[src/sv/mnct_pkg.sv]
// Shared types, codes and the message length decode for the MIDI tracker.
// No dependencies; imported by every module of the block.
`timescale 1ns / 1ps

package mnct_pkg;

   // Fixed field widths
   localparam int BYTE_BITS      = 8;
   localparam int DATA_BITS      = 7;
   localparam int CHANNEL_BITS   = 4;
   localparam int OUT_COUNT_BITS = 32;
   localparam int CSR_INDEX_BITS = 2;
   localparam int CSR_DATA_BITS  = 8;

   // Register indexes on the csr port
   localparam logic [CSR_INDEX_BITS-1:0] CSR_LISTEN_CHANNEL     = 2'd0;
   localparam logic [CSR_INDEX_BITS-1:0] CSR_TRACKED_CONTROLLER = 2'd1;

   // Status and message kind codes
   localparam logic [BYTE_BITS-1:0] TICK_STATUS   = 8'hF8;
   localparam logic [BYTE_BITS-1:0] SONG_POSITION = 8'hF2;
   localparam logic [BYTE_BITS-1:0] TIME_CODE     = 8'hF1;
   localparam logic [BYTE_BITS-1:0] SONG_SELECT   = 8'hF3;
   localparam logic [3:0] KIND_NOTE_OFF  = 4'h8;
   localparam logic [3:0] KIND_NOTE_ON   = 4'h9;
   localparam logic [3:0] KIND_POLY_PRES = 4'hA;
   localparam logic [3:0] KIND_CONTROL   = 4'hB;
   localparam logic [3:0] KIND_PROGRAM   = 4'hC;
   localparam logic [3:0] KIND_CHAN_PRES = 4'hD;
   localparam logic [3:0] KIND_BEND      = 4'hE;

   // Reset values
   localparam logic [DATA_BITS-1:0] NOTE_AT_RESET       = 7'd60;
   localparam logic [DATA_BITS-1:0] CONTROLLER_AT_RESET = 7'd74;

   // Message length in bytes
   typedef enum logic [1:0] {
      LEN_ONE   = 2'd1,
      LEN_TWO   = 2'd2,
      LEN_THREE = 2'd3
   } msg_len_type;

   // A completed message handed from the framer to the tracker
   typedef struct packed {
      logic                 complete;
      logic [BYTE_BITS-1:0] status;
      logic [DATA_BITS-1:0] data1;
      logic [DATA_BITS-1:0] data2;
   } msg_type;

   // Length of a message opened by status byte st
   function automatic msg_len_type msg_len(input logic [BYTE_BITS-1:0] st);
      msg_len_type len;
      case (st[7:4])
         KIND_NOTE_OFF, KIND_NOTE_ON, KIND_POLY_PRES, KIND_CONTROL, KIND_BEND: begin
            len = LEN_THREE;
         end
         KIND_PROGRAM, KIND_CHAN_PRES: begin
            len = LEN_TWO;
         end
         default: begin
            if (st == TIME_CODE || st == SONG_SELECT) begin
               len = LEN_TWO;
            end else if (st == SONG_POSITION) begin
               len = LEN_THREE;
            end else begin
               len = LEN_ONE;
            end
         end
      endcase
      return len;
   endfunction

endpackage

[src/sv/mnct_framer.sv]
// Message framer: gathers stream bytes into complete MIDI messages.
// Depends on mnct_pkg.
`timescale 1ns / 1ps

module mnct_framer
   import mnct_pkg::*;
(
   input  logic                 clock,
   input  logic                 reset,
   input  logic                 fire,
   input  logic [BYTE_BITS-1:0] midi_byte,
   output msg_type              msg
);

   logic [BYTE_BITS-1:0] open_status_ff, open_status_in;
   logic [DATA_BITS-1:0] first_data_ff, first_data_in;
   logic [1:0]           bytes_collected_ff, bytes_collected_in;
   logic [DATA_BITS-1:0] masked_data;

   assign masked_data = midi_byte[DATA_BITS-1:0];

   // Framing decision for the byte in hand
   always_comb begin
      open_status_in     = open_status_ff;
      first_data_in      = first_data_ff;
      bytes_collected_in = bytes_collected_ff;
      msg                = '0;
      if (bytes_collected_ff == 2'd0) begin
         // no message open: stray data is dropped
         if (midi_byte[7]) begin
            if (msg_len(midi_byte) == LEN_ONE) begin
               msg.complete = 1'b1;
               msg.status   = midi_byte;
            end else begin
               open_status_in     = midi_byte;
               bytes_collected_in = 2'd1;
            end
         end
      end else if (bytes_collected_ff == 2'd1 && msg_len(open_status_ff) == LEN_THREE) begin
         first_data_in      = masked_data;
         bytes_collected_in = 2'd2;
      end else begin
         msg.complete       = 1'b1;
         msg.status         = open_status_ff;
         msg.data1          = (bytes_collected_ff == 2'd1) ? masked_data : first_data_ff;
         msg.data2          = (bytes_collected_ff == 2'd1) ? '0 : masked_data;
         open_status_in     = '0;
         bytes_collected_in = 2'd0;
      end
   end

   always_ff @(posedge clock) begin
      if (reset) begin
         open_status_ff     <= '0;
         first_data_ff      <= '0;
         bytes_collected_ff <= 2'd0;
      end else if (fire) begin
         open_status_ff     <= open_status_in;
         first_data_ff      <= first_data_in;
         bytes_collected_ff <= bytes_collected_in;
      end
   end

   // A message never holds more than two bytes before completing
   assert property (@(posedge clock) disable iff (reset) bytes_collected_ff != 2'd3)
      else $error("framer byte count out of range");

   // Two bytes held only for a three-byte message
   assert property (@(posedge clock) disable iff (reset)
         bytes_collected_ff == 2'd2 |-> msg_len(open_status_ff) == LEN_THREE)
      else $error("framer holds two bytes of a short message");

endmodule

[src/sv/mnct_tracker.sv]
// Tracker state: held note, last note, controller value and event counters.
// Depends on mnct_pkg; fed by mnct_framer.
`timescale 1ns / 1ps

module mnct_tracker
   import mnct_pkg::*;
#(
   parameter int COUNTER_BITS = 32
) (
   input  logic                      clock,
   input  logic                      reset,
   input  logic                      fire,
   input  msg_type                   msg,
   input  logic [CHANNEL_BITS-1:0]   listen_channel,
   input  logic [DATA_BITS-1:0]      tracked_controller,
   output logic                      note_is_on,
   output logic [DATA_BITS-1:0]      active_note,
   output logic [DATA_BITS-1:0]      previous_note,
   output logic [DATA_BITS-1:0]      controller_value,
   output logic [OUT_COUNT_BITS-1:0] note_on_total,
   output logic [OUT_COUNT_BITS-1:0] clock_ticks
);

   logic                    note_held_ff, note_held_in;
   logic [DATA_BITS-1:0]    held_note_ff, held_note_in;
   logic [DATA_BITS-1:0]    prev_note_ff, prev_note_in;
   logic [DATA_BITS-1:0]    control_value_ff, control_value_in;
   logic [COUNTER_BITS-1:0] note_on_count_ff, note_on_count_in;
   logic [COUNTER_BITS-1:0] tick_count_ff, tick_count_in;
   logic [3:0]              kind;
   logic                    on_channel;

   assign kind       = msg.status[7:4];
   assign on_channel = (msg.status[3:0] == listen_channel);

   // Act on a completed message
   always_comb begin
      note_held_in     = note_held_ff;
      held_note_in     = held_note_ff;
      prev_note_in     = prev_note_ff;
      control_value_in = control_value_ff;
      note_on_count_in = note_on_count_ff;
      tick_count_in    = tick_count_ff;
      if (msg.complete) begin
         if (msg.status == TICK_STATUS) begin
            tick_count_in = tick_count_ff + COUNTER_BITS'(1);
         end else if (on_channel) begin
            case (kind)
               KIND_NOTE_ON: begin
                  if (msg.data2 == '0) begin
                     if (note_held_ff && msg.data1 == held_note_ff) begin
                        note_held_in = 1'b0;
                     end
                  end else begin
                     note_held_in     = 1'b1;
                     held_note_in     = msg.data1;
                     prev_note_in     = msg.data1;
                     note_on_count_in = note_on_count_ff + COUNTER_BITS'(1);
                  end
               end
               KIND_NOTE_OFF: begin
                  if (note_held_ff && msg.data1 == held_note_ff) begin
                     note_held_in = 1'b0;
                  end
               end
               KIND_CONTROL: begin
                  if (msg.data1 == tracked_controller) begin
                     control_value_in = msg.data2;
                  end
               end
               default: begin
               end
            endcase
         end
      end
   end

   always_ff @(posedge clock) begin
      if (reset) begin
         note_held_ff     <= 1'b0;
         held_note_ff     <= NOTE_AT_RESET;
         prev_note_ff     <= NOTE_AT_RESET;
         control_value_ff <= '0;
         note_on_count_ff <= '0;
         tick_count_ff    <= '0;
      end else if (fire) begin
         note_held_ff     <= note_held_in;
         held_note_ff     <= held_note_in;
         prev_note_ff     <= prev_note_in;
         control_value_ff <= control_value_in;
         note_on_count_ff <= note_on_count_in;
         tick_count_ff    <= tick_count_in;
      end
   end

   // State registers double as the result register
   assign note_is_on       = note_held_ff;
   assign active_note      = held_note_ff;
   assign previous_note    = prev_note_ff;
   assign controller_value = control_value_ff;

   // Counters show their low output bits, zero-extended when narrower
   generate
      if (COUNTER_BITS >= OUT_COUNT_BITS) begin : g_wide
         assign note_on_total = note_on_count_ff[OUT_COUNT_BITS-1:0];
         assign clock_ticks   = tick_count_ff[OUT_COUNT_BITS-1:0];
      end else begin : g_narrow
         assign note_on_total = {{(OUT_COUNT_BITS-COUNTER_BITS){1'b0}}, note_on_count_ff};
         assign clock_ticks   = {{(OUT_COUNT_BITS-COUNTER_BITS){1'b0}}, tick_count_ff};
      end
   endgenerate

   // Tracker state moves only when a word is processed
   assert property (@(posedge clock) disable iff (reset)
         !fire |=> $stable(tick_count_ff) && $stable(note_on_count_ff))
      else $error("tracker counters moved without a word");

   // Note goes on only through a note-on message
   assert property (@(posedge clock) disable iff (reset)
         !(fire && msg.complete && kind == KIND_NOTE_ON) |=> !$rose(note_held_ff))
      else $error("note held without a note-on");

endmodule

[src/sv/midi_note_cc_clock_tracker.sv]
// MIDI byte-stream tracker: one byte in per word, one tracker snapshot out per word.
//
// Input channel (req_): one raw MIDI byte per word. Status bytes open messages
// of 1, 2 or 3 bytes; stray data bytes with no open message are dropped.
// Result channel (rsp_): held-note flag, active and previous note, tracked
// controller value and the note-on and clock-tick counts after that byte.
// Config port (csr_): index 0 listen channel, index 1 tracked controller;
// always ready; the user must write it only while the block is idle (not enforced).
//
// A byte accepted into the input register is processed when the result side is free,
// and its result is valid from then on. Throughput: one byte per cycle while the
// result is not stalled; the decode lies between input register and tracker state.
// While rsp_stall is high the result holds and one more byte is taken into the
// input register; after that req_stall rises until the result is taken.
// Reset (synchronous) clears the framer, notes to 60, controller value and
// counters to 0, listen channel to 0 and tracked controller to 74.
`timescale 1ns / 1ps

module midi_note_cc_clock_tracker
   import mnct_pkg::*;
#(
   parameter int COUNTER_BITS = 32
) (
   input  logic                      clock,
   input  logic                      reset,
   // input channel
   input  logic                      req_valid,
   output logic                      req_stall,
   input  logic [BYTE_BITS-1:0]      req_midi_byte,
   // result channel
   output logic                      rsp_valid,
   input  logic                      rsp_stall,
   output logic                      rsp_note_is_on,
   output logic [DATA_BITS-1:0]      rsp_active_note,
   output logic [DATA_BITS-1:0]      rsp_previous_note,
   output logic [DATA_BITS-1:0]      rsp_controller_value,
   output logic [OUT_COUNT_BITS-1:0] rsp_note_on_total,
   output logic [OUT_COUNT_BITS-1:0] rsp_clock_ticks,
   // configuration port
   input  logic                      csr_valid,
   output logic                      csr_ready,
   input  logic [CSR_INDEX_BITS-1:0] csr_index,
   input  logic [CSR_DATA_BITS-1:0]  csr_wdata
);

   logic                    byte_valid_ff, byte_valid_in;
   logic [BYTE_BITS-1:0]    byte_ff;
   logic                    rsp_valid_ff, rsp_valid_in;
   logic [CHANNEL_BITS-1:0] listen_channel_ff;
   logic [DATA_BITS-1:0]    tracked_controller_ff;
   logic                    advance;
   msg_type                 msg;

   // Pipeline control
   assign advance   = byte_valid_ff && (!rsp_valid_ff || !rsp_stall);
   assign req_stall = byte_valid_ff && !advance;
   assign csr_ready = 1'b1;
   assign rsp_valid = rsp_valid_ff;

   always_comb begin
      byte_valid_in = byte_valid_ff;
      if (!req_stall) begin
         byte_valid_in = req_valid;
      end
      rsp_valid_in = rsp_valid_ff;
      if (advance) begin
         rsp_valid_in = 1'b1;
      end else if (!rsp_stall) begin
         rsp_valid_in = 1'b0;
      end
   end

   always_ff @(posedge clock) begin
      if (reset) begin
         byte_valid_ff <= 1'b0;
         rsp_valid_ff  <= 1'b0;
      end else begin
         byte_valid_ff <= byte_valid_in;
         rsp_valid_ff  <= rsp_valid_in;
      end
   end

   // Input word register
   always_ff @(posedge clock) begin
      if (req_valid && !req_stall) begin
         byte_ff <= req_midi_byte;
      end
   end

   // Configuration registers
   always_ff @(posedge clock) begin
      if (reset) begin
         listen_channel_ff     <= '0;
         tracked_controller_ff <= CONTROLLER_AT_RESET;
      end else if (csr_valid && csr_ready) begin
         case (csr_index)
            CSR_LISTEN_CHANNEL: begin
               listen_channel_ff <= csr_wdata[CHANNEL_BITS-1:0];
            end
            CSR_TRACKED_CONTROLLER: begin
               tracked_controller_ff <= csr_wdata[DATA_BITS-1:0];
            end
            default: begin
            end
         endcase
      end
   end

   mnct_framer u_framer (
      .clock     (clock),
      .reset     (reset),
      .fire      (advance),
      .midi_byte (byte_ff),
      .msg       (msg)
   );

   mnct_tracker #(
      .COUNTER_BITS (COUNTER_BITS)
   ) u_tracker (
      .clock              (clock),
      .reset              (reset),
      .fire               (advance),
      .msg                (msg),
      .listen_channel     (listen_channel_ff),
      .tracked_controller (tracked_controller_ff),
      .note_is_on         (rsp_note_is_on),
      .active_note        (rsp_active_note),
      .previous_note      (rsp_previous_note),
      .controller_value   (rsp_controller_value),
      .note_on_total      (rsp_note_on_total),
      .clock_ticks        (rsp_clock_ticks)
   );

   // Input stalls only with a full input register behind a blocked result
   assert property (@(posedge clock) disable iff (reset)
         req_stall |-> byte_valid_ff && rsp_valid_ff && rsp_stall)
      else $error("input stalled without a blocked result");

endmodule

[config.mk]
export PLATFORM = sky130hd
export DESIGN_NAME = midi_note_cc_clock_tracker
export DESIGN_NICKNAME = d
export VERILOG_FILES = /design/src/sv/mnct_pkg.sv /design/src/sv/mnct_framer.sv /design/src/sv/mnct_tracker.sv /design/src/sv/midi_note_cc_clock_tracker.sv
export SDC_FILE = /design/constraint.sdc
export NUM_CORES = 1
export LEC_CHECK = 0
export BUFFER_PORTS_ARGS = -buffer_cell sky130_fd_sc_hd__buf_2
export CORE_ASPECT_RATIO = 0.6
export CORE_MARGIN = 2
export CORE_UTILIZATION = 35
export CTS_CLUSTER_DIAMETER = 100
export DETAILED_ROUTE_END_ITERATION = 10
export HOLD_SLACK_MARGIN = 0.02
export SYNTH_ARGS = -nofsm -noshare
export SYNTH_HDL_FRONTEND = slang
export SYNTH_SLANG_ARGS = --single-unit
export TNS_END_PERCENT = 10
[constraint.sdc]
create_clock -name clock -period 3.6 [get_ports clock]
set_input_delay 0.18 -clock clock [delete_from_list [all_inputs] [get_ports clock]]
set_output_delay 0.18 -clock clock [all_outputs]
set_load 0.005 [all_outputs]
After elaboration in Yosys (flattened, before gate mapping)
Cells that the tools add are included.
{"block": "word_totals", "reg_bits": 117, "out_inout_bits": 89}
{"block": "op_classes", "addsub": 2, "eq_ne": 35, "n_mux": 29, "bitwise_logic": 3, "reduce_logical": 29}
{"cell": "$eq A4 B4 Y1 const B", "n": 17}
{"cell": "$add A32 B1 Y32 const B", "n": 2}
{"cell": "$eq A8 B8 Y1 const B", "n": 7}
{"cell": "$mux W8", "n": 4}
{"cell": "$mux W9", "n": 3}
{"cell": "$mux W23", "n": 1}
{"cell": "$mux W2", "n": 11}
{"cell": "$eq A7 B7 Y1", "n": 2}
{"cell": "$mux W14", "n": 1}
{"cell": "$mux W7", "n": 2}
{"cell": "$reduce_and A6 Y1", "n": 2}
{"cell": "$reduce_or A5 Y1", "n": 2}
{"cell": "$reduce_and A3 Y1", "n": 3}
{"cell": "$pmux W2 S2", "n": 2}
{"cell": "$logic_not A7 Y1", "n": 1}
{"cell": "$eq A2 B1 Y1 const B", "n": 3}
{"cell": "$logic_and A1 B1 Y1", "n": 5}
{"cell": "$reduce_and A5 Y1", "n": 1}
{"cell": "$eq A4 B4 Y1", "n": 1}
{"cell": "$logic_not A1 Y1", "n": 4}
{"cell": "$logic_not A2 Y1", "n": 2}
{"cell": "$mux W1", "n": 4}
{"cell": "$ne A2 B1 Y1 const B", "n": 2}
{"cell": "$ne A2 B2 Y1 const B", "n": 2}
{"cell": "8 further kinds", "n": 14}

Depth between registers and ports, before layout
Gate-level depths: netlist (run 1).
{"block": "depth", "ltp_word": 14, "depth_mapped": 11, "depth_no_buf": 7}

Cells and area by module
From an unflattened synthesis (run 1), not the netlist that was laid out.
{"block": "hier_totals", "hier_cells": 679, "area_unflattened_um2": 5864.4}
{"module": "mnct_tracker", "instances": 1, "cells_per_inst": 484, "area_each_um2": 4025.1}
{"module": "mnct_framer", "instances": 1, "cells_per_inst": 127, "area_each_um2": 1022.2}
{"module": "midi_note_cc_clock_tracker", "instances": 1, "cells_per_inst": 68, "area_each_um2": 817.0}

Least setup slack after synthesis (run 1)
No wires, ideal clock.
{"block": "synth_path", "kind": "register -> register", "startpoint": "register u_framer.bytes_collected_ff[1]", "endpoint": "register u_tracker.note_on_count_ff[31] (netlist: u_tracker.note_on_total[31])", "setup_ps": 70, "arrival_ps": 2480, "required_time_ps": 3530, "setup_slack_ps": 1050, "stages_incl_launch_ff": 11, "n_path_buf": 3, "path_cell_list": "dfxtp_1 buf_2 and3b_1 o211ai_2 buf_6 a311o_1 a32oi_2 nand4_4 buf_6 or4_1 a21oi_1"}
{"block": "synth_via", "elab_chain_len": 7, "elab_cells_between_ends": 14}
{"element": "start: declaration", "line": "mnct_framer.sv:17", "text": "logic [1:0] bytes_collected_ff, bytes_collected_in;"}
{"element": "start signal: assignment", "line": "mnct_framer.sv:60", "text": "bytes_collected_ff <= bytes_collected_in;"}
{"element": "$eq A2 B1 Y1", "line": "mnct_framer.sv:39, mnct_framer.sv:46"}
{"element": "$logic_and A1 B1 Y1 or $mux W7 (tied branches)", "line": "mnct_framer.sv:39, mnct_framer.sv:46"}
{"element": "$mux W23", "line": "mnct_framer.sv:39", "text": "end else if (bytes_collected_ff == 2'd1 && msg_len(open_status_ff) == LEN_THREE) begin"}
{"element": "$mux W9 or $mux W14 (tied branches)", "line": "mnct_framer.sv:28", "text": "if (bytes_collected_ff == 2'd0) begin"}
{"element": "$eq A8 B8 Y1 or $logic_not A7 Y1 (tied branches)", "line": "mnct_tracker.sv:45, mnct_tracker.sv:50"}
{"element": "$not A1 Y1 (no line)"}
{"element": "$reduce_and A6 Y1 (no line) (*)"}
{"element": "end signal: assignment", "line": "mnct_tracker.sv:91", "text": "note_on_count_ff <= note_on_count_in;"}
{"element": "end: declaration", "line": "mnct_tracker.sv:28", "text": "logic [COUNTER_BITS-1:0] note_on_count_ff, note_on_count_in;"}
Mark *: on every way between the ends. The rest lies on a longest branch, timed or not.
A chain may end at the register's enable or synchronous reset.

Worst setup path after layout (run 1)
{"block": "layout_path", "startpoint": "register u_framer.bytes_collected_ff[0]", "endpoint": "register u_tracker.note_on_count_ff[8] (netlist: u_tracker.note_on_total[8])"}
The elaborated chain is that of the path after synthesis.

==> results.toml, run 1 <==
[place]
gp_routability_congestion = 0.896
hpwl_um = 10800
dp.cells = 974
placement.setup.worst_slack_ns = 0.426
numPortBuffers = 109

[floorplan]
design.core.area_mm2 = 0.0163
die_area_mm2 = 0.0178
initial_utilization_pct = 35.9
chipHeight_um = 104
pin_count = 112
placement_rows = 36
die_x_um = 171

[drt]
routed_wirelength_um = 15800
viasPerCell = 5.36
dr.pass1.iters = 5
antenna_left = 0
route.vias.total = 5479
drc = 0
drt-initial-drc-count = 412
routedWlPerCell_um = 15.5

[final_layout]
antenna-diode-count = 0
drive_above_1_share_pct = 21.5
fill_count = 1638
num-nets-final = 807
area_growth_syn_to_layout_pct = 23.9
fin_cells = 1023

[run_status]
outcome = "completed"

[clock_tree]
cts_root_buffer = "sky130_fd_sc_hd__clkbuf_16"
cts_sinks = 117
clock_latency_late_sink_ns = 0.41
cts_made_buffers = 17
cts.clk_slew.worst_paths_ns = 0.06
cts_tree = "yes"
maximum_count_of_clock_buffers_along_a_single_path = 2
htreeDepth = 4
cts.repair.resized = 0

[grt]
grt_antenna_before_repair = 0
grt_start_max_net_pins = 71
gr-usage-all-layers_pct = 17.9
grt-ovfl-total = 0
global_route_wire_length_before_repair_um = 25500
vias_in_the_first_global_route = 4743

[critical_path]
crit_path_end_kind = "flip-flop"
regToRegStartpoint = "u_framer.bytes_collected_ff[0]"
cpPeakStageDelay_ns = 0.65
critical_path.slowest_cell = "sky130_fd_sc_hd__dfxtp_1"
ff2ff_path_depth = 8
worst-r2r-setup-slack_ns = 0.39
r2r-end = "u_tracker.note_on_total[8]"
crit_path_cell_trace = "and3b_1 > o211ai_2 > a311o_1 > a32oi_2 > nand4_4 > buf_4 > or4_1 > a21oi_1"
worstSetupPathType = "flip-flop to flip-flop"
worstSetupStartpointType = "flip-flop"
cp_max_fo = 70
worst-endpoint-required_ns = 3.93
worst_ep_arrival_time_ns = 3.54

[timing]
setup_violations = 0
timing.final.hold_violations = 0
rsz0062_at_grt = "no"
max_clock_freq_mhz = 312
timing.final.crit_share_pct = 89.1
final.setup.worst_slack_ns = 0.391
max-slew-margin-rel_pct = 41.2
min_period_ns = 3.21
largest_clock_skew_in_the_final_design_ns = 0.0124
timing_worst_slew_pin_value_ns = 0.879
fin_setup_tns_ns = 0
final_max_slew_viol_count = 0

[synth]
synthArstFlopShare_pct = 0
syn-cell-area_mm2 = 0.00585
yosysUniqueCellTypes = 68
postSynth.topFlopCell = "sky130_fd_sc_hd__dfxtp_1"
yosysSeqAreaShare_pct = 41.4
yosysMostFrequentCell = "sky130_fd_sc_hd__dfxtp_1"
synth.ff_latch_count = 117
synth-edff-count = 8
synth_cells = 676
synth.avg_cell_area_um2 = 8.65
netlist.area_leader.share_pct = 37.3
ys_top_cells_by_count = "sky130_fd_sc_hd__dfxtp_1 (109), sky130_fd_sc_hd__a21oi_1 (62), sky130_fd_sc_hd__nand2_1 (58)"
synth.net_count = 701
library_cell_occupying_the_most_area_in_the_post_synthesis_netlist = "sky130_fd_sc_hd__dfxtp_1"
synthTopCellsByArea = "sky130_fd_sc_hd__dfxtp_1 (37%), sky130_fd_sc_hd__a21oi_1 (5.3%), sky130_fd_sc_hd__mux2i_1 (4.3%)"
yosys_warnings = 0

[min_path]
hold_path_end = "u_framer.open_status_ff[0]"
hold_path.startpoint = "reset"
hp-class = "primary input to flip-flop"
depth_of_the_worst_hold_timing_path = 2

[pwr]
power.static_leakage_nw = 2.78
vdd_drop_max_v = 0.000309
p_per_area_mw_per_mm2 = 426
power_total_w = 0.00309

[job]
cap_violations = 0
-- flip-flops by register name, summed over array words and instances, names as in the netlist --
register and cells:
u_tracker.note_on_total 32, listen_channel_ff 4, tracked_controller_ff 7, byte_valid_ff 1, u_tracker.previous_note 7, u_framer.first_data_ff 7
u_tracker.controller_value 7, u_framer.bytes_collected_ff 2, byte_ff 8, rsp_valid 1, u_tracker.note_is_on 1, u_tracker.clock_ticks 32
u_framer.open_status_ff 8
-- logic make-up after synthesis --
logic type               share of synthesized area, %
buffers and inverters                            5.35
multiplexers                                     5.43
AND/OR/NAND/NOR                                  26.5
AO/OA/AOI/OAI                                    17.6
other                                          0.0641
XOR/XNOR                                         3.29
adder cells (fa/ha/maj)                         0.428
flip-flops                                       41.4
-- placed cells by master (no fill, tap or decap), types with 8 or more instances in the layout --
cell,netlist,final
sky130_fd_sc_hd__nand2_1,58,58
sky130_fd_sc_hd__nand4_1,16,16
sky130_fd_sc_hd__or4_1,24,24
sky130_fd_sc_hd__mux2i_1,25,25
sky130_fd_sc_hd__or3_1,21,21
sky130_fd_sc_hd__buf_2,7,108
sky130_fd_sc_hd__dfxtp_1,109,109
sky130_fd_sc_hd__and3_1,13,13
sky130_fd_sc_hd__nand3_1,36,36
sky130_fd_sc_hd__clkbuf_16,0,17
sky130_fd_sc_hd__a21oi_1,62,62
sky130_fd_sc_hd__dlygate4sd3_1,0,17
sky130_fd_sc_hd__edfxtp_1,8,8
sky130_fd_sc_hd__o21ai_0,27,27
sky130_fd_sc_hd__inv_1,16,16
sky130_fd_sc_hd__xnor2_1,8,8
sky130_fd_sc_hd__nor4_1,8,8
sky130_fd_sc_hd__xor2_1,14,14
sky130_fd_sc_hd__nor2_1,53,53
sky130_fd_sc_hd__o31ai_1,21,21
sky130_fd_sc_hd__buf_4,8,13
-- routing by layer --
layer | GRT usage (%) | vias up | routed length [um]
met2 | 24.4 | 173 | 6470
met1 | 27.6 | 2583 | 8230
met3 | 4.76 | 10 | 1040
met4 | 4.24 | 0 | 106
li1 | - | 2713 | -
met5 | 0 | - | 0
-- worst max path at each step --
stage / startpoint / end / slack, ns
after global routing: u_framer.bytes_collected_ff[0] / u_tracker.note_on_total[5] / 0.21
after global placement: u_framer.bytes_collected_ff[0] / u_tracker.note_on_total[8] / 0.48
after CTS: byte_ff[6] / u_tracker.note_on_total[26] / 0.43
after detailed placement: byte_ff[6] / u_tracker.note_on_total[26] / 0.43
final: u_framer.bytes_collected_ff[0] / u_tracker.note_on_total[8] / 0.39
after floorplan: u_framer.bytes_collected_ff[1] / u_tracker.note_on_total[31] / 1.05
-- final cells by class --
cell class                      instances  area (um^2)  area share (%)
Clock buffer                           17          425            5.87
Clock inverter                         15          133            1.83
Inverter                               16         60.1           0.829
Multi-Input combinational cell        492         3110            43.0
Sequential cell                       117         2420            33.4
Tap cell                              228          285            3.94
Timing Repair Buffer                  138          808            11.2
-- where the power goes --
group	internal (W)	total, W	switching (W)
clock network	0.000951	0.00161	0.000655
registers	0.00133	0.00135	0.0000272
logic	0.0000536	0.000129	0.0000759
total	0.00233	0.00309	0.000758
-- per-stage QoR --
stage | hold WS, ns | utilization, % | instance area, um^2
after detailed placement | 0.358 | 40.0 | 6520
after global routing | 0.215 | 44.5 | 7250
after global placement | 0.359 | 40.0 | 6520
after floorplan | 0.279 | - | 5850
after CTS | 0.186 | 44.5 | 7250
final | 0.199 | 44.5 | 7250
-- worst max-delay path, delay by kind of cell (launching register included) --
family,cells,cell delay (ns)
flops,1,0.65
buf+inv,1,0.35
compound gates,4,1.14
simple gates,3,0.96
-- repair_timing --
item	4_1_cts	5_1_grt
hold buffers	17	0
buffers inserted	0	0
endpoints found under the hold margin	20	0
(Power assumes the default switching activity.)
==> run 2, diff against run 1 <==
--- a/config.mk
+++ b/config.mk
@@ -12,6 +12,7 @@
 export CTS_CLUSTER_DIAMETER = 100
 export DETAILED_ROUTE_END_ITERATION = 10
 export HOLD_SLACK_MARGIN = 0.02
+export SETUP_SLACK_MARGIN = 0.5
 export SYNTH_ARGS = -nofsm -noshare
 export SYNTH_HDL_FRONTEND = slang
 export SYNTH_SLANG_ARGS = --single-unit
==> results.toml, run 2 (synthesized netlist as in run 1, its figures left out) <==
[timing]
fin_setup_tns_ns = 0
setup_violations = 0
rsz0062_at_grt = "yes"
timing.hold.ws_ns = 0.195
timing_worst_slew_pin_value_ns = 0.854
min_period_ns = 2.97
max-slew-margin-rel_pct = 42.9
timing.final.crit_share_pct = 82.6
final.setup.worst_slack_ns = 0.625
final_max_slew_viol_count = 0
max_clock_freq_mhz = 336
largest_clock_skew_in_the_final_design_ns = 0.0127
timing.final.hold_violations = 0

[min_path]
depth_of_the_worst_hold_timing_path = 2
hold_path.startpoint = "reset"
hold_path_end = "u_framer.open_status_ff[0]"
hp-class = "primary input to flip-flop"

[final_layout]
post-route-cell-area_mm2 = 0.00730
num-nets-final = 810
drive_above_1_share_pct = 22.3
antenna-diode-count = 0
mostFrequentLayoutCells = "sky130_fd_sc_hd__dfxtp_1 (108), sky130_fd_sc_hd__buf_2 (108), sky130_fd_sc_hd__a21oi_1 (62)"
area_growth_syn_to_layout_pct = 24.8
fill_count = 1628

[floorplan]
die_x_um = 171
design.core.area_mm2 = 0.0163
placement_rows = 36
pin_count = 112
die_area_mm2 = 0.0178
initial_utilization_pct = 35.9
chipHeight_um = 104

[critical_path]
worst_ep_arrival_time_ns = 3.31
path_buf_inv = 1
crit_path_end_kind = "flip-flop"
cp_max_fo = 70
ff2ff_path_depth = 8
worst-r2r-setup-slack_ns = 0.63
critical-path-top-delay-family = "simple AND/OR/NAND/NOR gates"
worst-endpoint-required_ns = 3.94
cpPeakStageDelay_ns = 0.67
worstSetupStartpointType = "flip-flop"
path_common_cell = "sky130_fd_sc_hd__a21oi_1"
critical_path.slowest_cell = "sky130_fd_sc_hd__edfxtp_1"
r2r-end = "u_tracker.note_on_total[26]"
crit_path_cell_trace = "nor2_1 > nor4b_2 > a21oi_1 > a41oi_2 > nand4_4 > buf_6 > or4_1 > a21oi_1"
worstSetupPathType = "flip-flop to flip-flop"
regToRegStartpoint = "byte_ff[3]"

[clock_tree]
cts_sinks = 117
cts_made_buffers = 17
clock_latency_late_sink_ns = 0.41
htreeDepth = 4
cts_tree = "yes"
cts_root_buffer = "sky130_fd_sc_hd__clkbuf_16"
maximum_count_of_clock_buffers_along_a_single_path = 2
cts.clk_slew.worst_paths_ns = 0.06

[grt]
global_route_wire_length_before_repair_um = 25500
grt_antenna_before_repair = 0
gr-usage-all-layers_pct = 17.9
vias_in_the_first_global_route = 4755
grt-ovfl-total = 0
grt_start_max_net_pins = 71

[place]
numPortBuffers = 109
post_dp_cell_area_mm2 = 0.00652
gp_routability_congestion = 0.896
hpwl_um = 10800
placement.setup.worst_slack_ns = 0.426

[drt]
dr.pass1.iters = 5
drt-initial-drc-count = 419
drc = 0
routedWlPerCell_um = 15.6
antenna_left = 0
viasPerCell = 5.37
routed_wirelength_um = 16000
route.vias.total = 5506

[run_status]
outcome = "completed"

[pwr]
vdd_drop_max_v = 0.000311
power.static_leakage_nw = 2.80
p_per_area_mw_per_mm2 = 424

[job]
cap_violations = 0
## run 2: report_power, final
group | internal (W) | switching, W
Clock | 0.000951 | 0.000660
Sequential | 0.00133 | 0.0000261
Combinational | 0.0000560 | 0.0000789
Total | 0.00233 | 0.000765
## run 2: timing repair
item	4_1_cts	5_1_grt
setup endpoints to repair	22	49
hold buffers	17	0
gates resized for setup	1	5
endpoints found under the hold margin	20	0
setup buffers	2	1
## run 2: layout make-up
class	instances	area [um^2]	share of cell area, %
clock buffers	17	425	5.83
clock inverters	15	133	1.82
inverters	16	60.1	0.823
multi-input cells	492	3140	43.0
flip-flops and latches	117	2420	33.2
well taps	228	285	3.91
repair buffers	141	835	11.4
## run 2: worst max path at each step
stage | slack (ns) | cells after the start | start | end
after floorplan | 1.05 | 10 | u_framer.bytes_collected_ff[1] | u_tracker.note_on_total[31]
after global placement | 0.48 | 8 | u_framer.bytes_collected_ff[0] | u_tracker.note_on_total[8]
after detailed placement | 0.43 | 8 | byte_ff[6] | u_tracker.note_on_total[26]
after CTS | 0.53 | 8 | byte_ff[1] | u_tracker.note_on_total[26]
after global routing | 0.45 | 7 | u_framer.open_status_ff[6] | u_tracker.clock_ticks[31]
final | 0.63 | 8 | byte_ff[3] | u_tracker.note_on_total[26]
## run 2: layer usage
| metal | GRT usage (%) | up-vias | share of wire, % |
|---|---|---|---|
| li1 | - | 2727 | - |
| met1 | 27.7 | 2601 | 52 |
| met2 | 24.3 | 166 | 41 |
| met3 | 4.68 | 12 | 6.8 |
| met4 | 4.30 | 0 | 0.77 |
| met5 | 0 | - | 0 |
## run 2: metrics by stage
stage	instances	util [%]	total power (W)
after floorplan	676	-	0.00145
after global placement	974	40.0	0.00149
after detailed placement	974	40.0	0.00149
after CTS	1025	44.6	0.00313
after global routing	1026	44.8	0.00321
final	1026	44.8	0.00310
## run 2: worst reg2reg max path: cells and delay by family (launching register included)
kind                   cells  cell delay (ns)
buffers and inverters      1             0.28
AO/OA/AOI/OAI              3             0.60
flip-flops                 1             0.67
AND/OR/NAND/NOR            4             1.36
